--- config.mk ---
export PLATFORM = sky130hd
export DESIGN_NAME = tspm_sub
export DESIGN_NICKNAME = d
export VERILOG_FILES = /design/src/hdl/tspm_pkg.sv /design/src/hdl/tspm_sub.sv
export SDC_FILE = /design/constraint.sdc
export NUM_CORES = 1
export LEC_CHECK = 0
export BUFFER_PORTS_ARGS = -buffer_cell sky130_fd_sc_hd__buf_2
export CORE_ASPECT_RATIO = 2
export CORE_MARGIN = 3
export CORE_UTILIZATION = 35
export DETAILED_ROUTE_END_ITERATION = 8
export PLACE_DENSITY = 0.65
export SLEW_MARGIN = 20
export SYNTH_ARGS = -nofsm -noshare
export SYNTH_HDL_FRONTEND = slang
export SYNTH_SLANG_ARGS = --single-unit
--- constraint.sdc ---
create_clock -name vclk -period 3.7
set_input_delay 0.74 -clock vclk [all_inputs]
set_output_delay 0.74 -clock vclk [all_outputs]
set_load 0.01 [all_outputs]
--- src/hdl/tspm_pkg.sv ---
// tspm_pkg: shared types, codes and helpers of the timestamp pair merger
// no dependencies
`default_nettype none

package tspm_pkg;

    localparam int STAMP_W = 63;
    localparam int DIST_W  = 16;
    localparam int CFG_W   = 40;
    localparam int CFG_IDX_W = 8;
    localparam int OP_W    = 64;

    // one stored reading
    typedef struct packed {
        logic [STAMP_W-1:0]       stamp;
        logic signed [DIST_W-1:0] left;
        logic signed [DIST_W-1:0] right;
    } entry_t;

    localparam int ENTRY_W = $bits(entry_t);

    // item kinds
    localparam logic [1:0] KIND_CAMERA = 2'd0;
    localparam logic [1:0] KIND_LIDAR  = 2'd1;
    localparam logic [1:0] KIND_MATCH  = 2'd2;

    // result status codes
    localparam logic [2:0] STATUS_STORED   = 3'd0;
    localparam logic [2:0] STATUS_FULL     = 3'd1;
    localparam logic [2:0] STATUS_EMPTY    = 3'd2;
    localparam logic [2:0] STATUS_NO_MATCH = 3'd3;
    localparam logic [2:0] STATUS_MERGED   = 3'd4;

    // configuration register indexes
    localparam logic [CFG_IDX_W-1:0] REG_DISCARD_AGE  = 8'd0;
    localparam logic [CFG_IDX_W-1:0] REG_MATCH_WINDOW = 8'd1;

    localparam logic [CFG_W-1:0] DISCARD_AGE_RST  = 40'd500000000;
    localparam logic [CFG_W-1:0] MATCH_WINDOW_RST = 40'd50000000;

    // average of present distances, 0 when neither is present
    function automatic logic signed [DIST_W-1:0] merge_dist(
        input logic signed [DIST_W-1:0] a,
        input logic signed [DIST_W-1:0] b
    );
        logic [DIST_W:0] sum;
        logic [DIST_W-1:0] res;
        sum = {1'b0, a} + {1'b0, b};
        if (a > 0 && b > 0) begin
            res = sum[DIST_W:1];
        end else if (a > 0) begin
            res = a;
        end else if (b > 0) begin
            res = b;
        end else begin
            res = '0;
        end
        return res;
    endfunction

endpackage

`default_nettype wire

--- src/hdl/tspm_sub.sv ---
// tspm_sub: shared subtract and compare unit used by the sequencer
// depends on tspm_pkg
`default_nettype none

module tspm_sub (
    input  wire logic [tspm_pkg::OP_W-1:0] op_a,
    input  wire logic [tspm_pkg::OP_W-1:0] op_b,
    output logic                           lt,
    output logic [tspm_pkg::OP_W-1:0]      diff
);
    import tspm_pkg::*;

    logic [OP_W:0] full;

    // one wide subtract gives both difference and a < b
    assign full = {1'b0, op_a} - {1'b0, op_b};
    assign lt   = full[OP_W];
    assign diff = full[OP_W-1:0];

endmodule

`default_nettype wire

==> impl_metrics.tcl <==
set metrics [dict create \
    status "complete, but fails checks" \
    violations "setup timing" \
    timing.final.ws_setup_ns -0.322 \
    dr.max_layer_used "met4" \
    path_class "input port to output pin" \
    vias 5961 \
    drt-initial-drc-count 192 \
    fillCellCount 944 \
    diodes 0 \
    rsz0062_at_grt "yes" \
    grt_start_max_net_pins 11 \
    start_util_pct 36.3 \
    synth.yosys.seq_area_share_pct 0 \
    antenna_found_initial 0 \
    grt_pass1_vias 6186 \
    setup_violations 23 \
    regArea_um2 0 \
    slowest_stage "or4_4" \
    drc 0 \
    clock_buffers 0 \
    power_leakage_nw 3.81 \
    synth.net_count 805 \
    first_pass_iters 5 \
    ys_warn_count 0 \
    hold_viol 0 \
    die_width_um 83.2 \
    slew_viol_final 0 \
    num_rows 55 \
    drive_gt1_share_pct 55.2 \
    critPathMaxFanout 3 \
    vdd_drop_max_mv 0.110 \
    worst-endpoint-arrival_ns 3.28 \
    cp_top_family "compound AO/OA/AOI/OAI gates" \
    place_hpwl_um 14200 \
    synthCells 612 \
    wl_met3_um 914 \
    synth_cell_type_count 73 \
    routabilityCongestion 1.03 \
    drtAntennaViolNets 0 \
    multi_input_area_um2 4510 \
    nets 1152 \
    grt_pass1_wl_um 27500 \
    fin_hold_ws_ns 1.82 \
    wl_per_cell_um 16.8 \
    startpoint_type "input port" \
    die_h_um 160 \
    crit_chain "buf_8 > inv_4 > ha_4 > fa_2 > nor2b_4 > o31ai_4 > a31oi_4 > o211ai_2 > a21oi_2 > o21ai_2 > o21ai_2 > a21oi_2 > or4_4 > buf_6" \
    powerDensity_nw_per_um2 208 \
    synth.avg_cell_area_um2 6.82 \
    grt.overflow.total 0 \
    critPathBufInv 3 \
    num_io_pins 193 \
    worst_pin_slew_ns 0.369 \
    timing.fmax_mhz 249 \
    met1Wirelength_um 5840 \
    end_kind "output pin" \
    dr_wl_met2_um 10600 \
    finalCriticalPeriod_ns 4.02 \
    port_buffers 193 \
    die-area_um2 13400 \
    seq_cells 0 \
    layout.cells.non_filler 1099 \
    core_area_um2 11500 \
    max_stage_delay_ns 0.54 \
    grt.total_usage_pct 24.3 \
    critPathLaunch "op_a[0]" \
    layout-area-overhead-vs-synth_pct 78.1 \
    routed_via_density 5.42 \
    dp_cells 1069 \
    finalCritPeriodShare_pct 109 \
    tns_ns -3.47 \
    max_slew_margin_pct 75.3 \
    drt-total-wl_um 18500 \
    hold_start "op_b[0]" \
    synth_area_um2 4180 \
    max-cap-violations 0 \
    critPathRequiredTime_ns 2.96 \
    min_path_type "input port to output pin" \
]
## logic make-up after synthesis
kind of cell | count (synthesis) | share of synthesized area, %
buffers and inverters | 111 | 13.5
adder cells (fa/ha/maj) | 65 | 19.7
XOR/XNOR | 60 | 12.6
AO/OA/AOI/OAI | 206 | 34.2
AND/OR/NAND/NOR | 170 | 20.0
## per-layer routing
layer / up-vias / GRT usage [%]
li1: 2855 / -
met1: 2752 / 20.4
met2: 261 / 52.0
met3: 93 / 2.52
met4: 0 / 13.6
met5: - / 0
## path summary, 6_finish.rpt
check	cells past startpoint	end	slack, ns
setup / recovery	14	diff[42]	-0.32
hold / removal	4	diff[0]	1.82
## synthesized netlist by cell type, types with 6 or more instances
cell type	number	area share, %
a21o_1	29	5.2
a21oi_1	66	7.9
a31oi_1	7	1.0
buf_2	7	0.84
clkbuf_8	8	2.6
ha_1	64	19
inv_1	84	7.6
nand2_1	49	4.4
nand3_1	17	2.0
nand4_1	24	3.6
nor2_1	37	3.3
nor2b_1	6	0.90
nor3_1	9	1.1
o21a_1	6	1.1
o21ai_0	21	2.5
o21ai_1	8	0.96
o21bai_1	11	2.0
xnor2_1	41	8.6
xor2_1	19	4.0
## where the power goes
part           total (W)  leakage (nW)  internal [W]  switching, W
sequential             0             0             0             0
clock                  0             0             0             0
combinational    0.00154          3.81      0.000770      0.000775
total            0.00154          3.81      0.000770      0.000775
## layout make-up
class,count,share of cell area (%)
multi-input combinational,501,60.6
timing repair buffer,372,32.6
inverter,84,4.41
tap,142,2.39
## per-stage QoR
stage	instance area [um2]	utilization [%]	setup slack, ns	total power, W
6_report	7440	64.7	-0.322	0.00154
5_1_grt	7440	64.7	-0.510	0.00165
4_1_cts	7050	61.3	-0.323	0.00143
3_5_place_dp	6220	54.1	-0.466	0.00126
3_3_place_gp	6220	54.1	-0.456	0.00126
2_1_floorplan	4200	-	-0.00293	0.000720
## repair_timing
item,in CTS,in global routing
hold buffers,0,0
endpoints found under the setup margin,30,34
pin swaps,82,49
gates resized for setup,128,62
setup buffers,25,12
endpoints found under the hold margin,0,0
gates cloned,0,0
## cell usage in the layout, fill, tap and decap left out, drive strengths merged, types with 5 or more instances in the layout
cell type	Yosys	layout
buf	12	372
ha	64	64
a21oi	71	71
o21ai	32	32
a31oi	8	8
and3	5	5
xor2	19	19
nand2	50	50
inv	84	84
nor2b	7	7
a21o	31	31
a21boi	5	5
o21bai	13	13
and2	5	5
a211oi	5	5
nor3	10	10
nand3	18	18
nor2	38	38
o21a	6	6
nand2b	5	5
nand4	24	24
xnor2	41	41
o211ai	5	5
No activity file was read; power rests on OpenSTA's default activity.
