## src/hdl/tspm_ram.sv

```systemverilog
// tspm_ram: generic single write, single read RAM with registered read
// no dependencies
`default_nettype none

module tspm_ram #(
    parameter int WIDTH = 8,
    parameter int DEPTH = 16
) (
    input  wire logic                     aclk,
    input  wire logic                     we,
    input  wire logic [$clog2(DEPTH)-1:0] wr_addr,
    input  wire logic [WIDTH-1:0]         wr_data,
    input  wire logic [$clog2(DEPTH)-1:0] rd_addr,
    output logic      [WIDTH-1:0]         rd_data
);

    logic [WIDTH-1:0] mem [DEPTH];

    // write port and registered read port
    always_ff @(posedge aclk) begin
        if (we) begin
            mem[wr_addr] <= wr_data;
        end
        rd_data <= mem[rd_addr];
    end

endmodule

`default_nettype wire

```

## config.mk

```make
export PLATFORM = sky130hd
export DESIGN_NAME = tspm_ram
export DESIGN_NICKNAME = d
export VERILOG_FILES = /design/src/hdl/tspm_ram.sv
export SDC_FILE = /design/constraint.sdc
export NUM_CORES = 1
export LEC_CHECK = 0
export ABC_CLOCK_PERIOD_IN_PS = 1900
export BUFFER_PORTS_ARGS = -buffer_cell sky130_fd_sc_hd__buf_2
export CORE_MARGIN = 4
export CORE_UTILIZATION = 60
export DETAILED_ROUTE_END_ITERATION = 12
export GPL_TIMING_DRIVEN = 0
export MAX_ROUTING_LAYER = met4
export PLACE_DENSITY_LB_ADDON = 0.1
export SLEW_MARGIN = 10
export SYNTH_ARGS = -nofsm -noshare
export SYNTH_HDL_FRONTEND = slang
export SYNTH_SLANG_ARGS = --single-unit
export TNS_END_PERCENT = 5
```

## constraint.sdc

```tcl
create_clock -name aclk -period 1.9 [get_ports aclk]
set_input_delay 0.19 -clock aclk [delete_from_list [all_inputs] [get_ports aclk]]
set_output_delay 0.19 -clock aclk [all_outputs]
set_load 0.01 [all_outputs]
```

==> results.py <==
metrics = {
    "drt": {
        "first_pass_iters": 4,
        "initialDrtViolationCount": 214,
        "routed_wirelength_mm": 9.34,
        "post_drt_wl_per_cell_um": 23.9,
        "postRouteAntennaNets": 0,
        "dr_total_vias": 2386,
        "drt_drc_violations_left": 0,
        "viasPerCell": 6.12,
    },
    "die": {
        "fp.dieArea_um2": 10100,
        "fp.dieW_um": 101,
        "core_um2": 8300,
        "placement_row_count": 33,
        "pin_count": 26,
        "initial_core_util_pct": 62.0,
        "die_h_um": 101,
    },
    "logic_synthesis": {
        "ys_types": 19,
        "syn_area_um2": 5150,
        "synth.avg_cell_area_um2": 22.5,
        "yosysWarnings": 0,
        "synth.ff_latch_count": 136,
        "synthesis.instances": 229,
        "syn_nets": 247,
        "synth_seq_area_share_pct": 77.8,
    },
    "sta": {
        "rsz0062_at_grt": "false",
        "final.period_utilization_pct": 73.7,
        "finalSetupViolCount": 0,
        "period_minus_slack_ns": 1.40,
        "finalMaxSlewViolations": 0,
        "worst-slew-pin-transition_ns": 0.796,
        "relSlewSlack_pct": 46.8,
        "maximum_frequency_from_static_timing_analysis_ghz": 0.714,
        "finalHoldViolations": 0,
        "timing.clock.skew_ns": 0.00596,
    },
    "global_routing": {
        "largest_net_degree_at_the_start_of_global_routing": 17,
        "global_route.usage.total_pct": 21.0,
        "antenna_found_initial": 0,
        "grt.overflow.total": 0,
        "first_pass_grt_wire_length_mm": 14.3,
        "grt_pass1_vias": 2314,
    },
    "cts": {
        "cts.path.max_buffers": 2,
        "path_clk_slew_ns": 0.06,
        "insertion_delay_ns": 0.51,
        "cts_post_setup_buffers_inserted": 0,
        "root_buffer": "sky130_fd_sc_hd__clkbuf_8",
        "cts_resized": 0,
        "cts.sinks": 136,
        "holdBufCountCts": 0,
        "cts_tree": "done",
        "cts_inserted_buffers": 17,
        "clock_tree.htree_level_count": 4,
    },
    "layout": {
        "utilization_pct": 72.5,
        "antenna_cells_inserted": 0,
        "layout.cell_area.non_filler_um2": 6010,
        "design.final.nets": 290,
        "final_common_cell": "sky130_fd_sc_hd__edfxtp_1",
        "mostFrequentLayoutCells": "128 x sky130_fd_sc_hd__edfxtp_1, 27 x sky130_fd_sc_hd__buf_2, 18 x sky130_fd_sc_hd__mux4_2, 16 x sky130_fd_sc_hd__a22oi_1, 16 x sky130_fd_sc_hd__clkbuf_16",
        "area_growth_pct": 16.8,
        "stdcell_count": 390,
        "drive_above_1_share_pct": 30.5,
    },
    "critical_path": {
        "critPathLaunchType": "flop",
        "regToRegSetupSlack_ns": 0.50,
        "critical_path_arrival_ns": 1.80,
        "worst-path-max-fanout": 1,
        "worstReg2RegEnd": "rd_data[2]",
        "timing.rr.start": "mem[5][2]",
        "timing.reg2reg.worst_path_depth": 3,
        "cp_data_required_time_ns": 2.30,
        "path_class": "reg2reg",
        "end_kind": "flop",
    },
    "placement": {
        "place_congestion": 0.697,
        "placed_area_um2": 5400,
        "port-buffer-count": 24,
        "dp_hpwl_mm": 5.84,
        "dp_cells": 358,
    },
    "power_and_ir_drop": {
        "total_switching_power_mw": 1.36,
        "p_int_mw": 5.56,
        "totalPowerFinal_mw": 6.92,
        "power_density_nw_per_um2": 1150,
        "power.share.clock_pct": 46.6,
        "p_seq_share_pct": 48.7,
        "ir_drop_mv": 0.834,
        "combPwrFrac_pct": 4.7,
        "p_leak_nw": 2.03,
        "swShare_pct": 19.7,
    },
    "hold_path": {
        "worst_hold_path_type": "in2reg",
        "min_delay_path_depth": 1,
        "hold_path_startpoint": "wr_data[3]",
        "hold-path-endpoint": "mem[10][3]",
    },
    "outcome": {
        "run_status": "finished, final reports clean",
    },
    "job": {
        "max-cap-violations": 0,
    },
}
-- worst max-delay path, cell delays in order, from the launching register on --
cell,delay [ns]
sky130_fd_sc_hd__edfxtp_1,0.37
sky130_fd_sc_hd__mux4_1,0.57
sky130_fd_sc_hd__a22oi_1,0.27
sky130_fd_sc_hd__nand2_1,0.08
-- metrics by stage --
stage / setup TNS [ns] / hold WS, ns / setup WS, ns
final: 0 / 0.0839 / 0.500
after global routing: 0 / 0.0674 / 0.420
after CTS: 0 / 0.0661 / 0.172
after detailed placement: -3.44 / 0.583 / -0.354
after global placement: -2.91 / 0.584 / -0.335
after floorplan: 0 / 0.289 / 0.217
-- flip-flops by register name, indices dropped and copies added, names as in the netlist --
name	cells
rd_data	8
mem	128
-- logic make-up after synthesis --
logic type,share of synthesized area (%)
simple gates,3.18
flops,77.8
compound gates,2.33
buf+inv,1.68
mux,15.0
-- per-layer routing --
metal | vias up | part of all wire [%] | global-route usage (%)
met1 | 1222 | 44 | 31.4
met5 | - | 0 | -
met2 | 87 | 47 | 29.0
met3 | 13 | 7.1 | 5.33
li1 | 1064 | - | -
met4 | 0 | 1.1 | 6.53
-- area by class of cell --
type | instances | area (um2)
sequential | 136 | 4000
fill | 481 | 2280
multi-input combinational | 83 | 1080
clock buffer | 21 | 449
clock inverter | 11 | 146
tap | 105 | 131
timing repair buffer | 24 | 120
buffer | 10 | 86.3
-- synth_stat cells --
master | instances | area [um2]
sky130_fd_sc_hd__edfxtp_1 | 128 | 3840
sky130_fd_sc_hd__mux4_2 | 18 | 405
sky130_fd_sc_hd__a22oi_1 | 16 | 120
sky130_fd_sc_hd__mux4_1 | 14 | 368
sky130_fd_sc_hd__nor2_1 | 13 | 48.8
sky130_fd_sc_hd__nand2_1 | 9 | 33.8
sky130_fd_sc_hd__dfxtp_1 | 8 | 160
sky130_fd_sc_hd__nor3_1 | 4 | 20.0
sky130_fd_sc_hd__buf_2 | 3 | 15.0
sky130_fd_sc_hd__buf_6 | 3 | 33.8
sky130_fd_sc_hd__clkdlybuf4s25_2 | 3 | 30.0
sky130_fd_sc_hd__nand2b_1 | 2 | 12.5
sky130_fd_sc_hd__nand3b_1 | 2 | 15.0
sky130_fd_sc_hd__and2_1 | 1 | 6.26
sky130_fd_sc_hd__and2b_1 | 1 | 7.51
sky130_fd_sc_hd__buf_4 | 1 | 7.51
sky130_fd_sc_hd__nand3_1 | 1 | 5.00
sky130_fd_sc_hd__nor2b_1 | 1 | 6.26
sky130_fd_sc_hd__or3b_2 | 1 | 8.76
-- power groups by stage --
stage	combinational, mW	clock [mW]	sequential (mW)
floorplan	0.170	0	3.44
global placement	0.317	0	3.43
detailed placement	0.325	0	3.43
CTS	0.326	3.26	3.37
global route	0.350	3.42	3.37
finish	0.326	3.23	3.37
-- how the worst max path moves through the flow --
stage / start / to / slack, ns
global placement: wr_addr[2] / mem[0][7] / -0.33
floorplan: wr_addr[2] / mem[0][0] / 0.22
detailed placement: wr_addr[2] / mem[0][7] / -0.35
CTS: wr_addr[2] / mem[0][1] / 0.17
finish: mem[5][2] / rd_data[2] / 0.50
global route: mem[5][2] / rd_data[2] / 0.42
(Power assumes the default switching activity.)
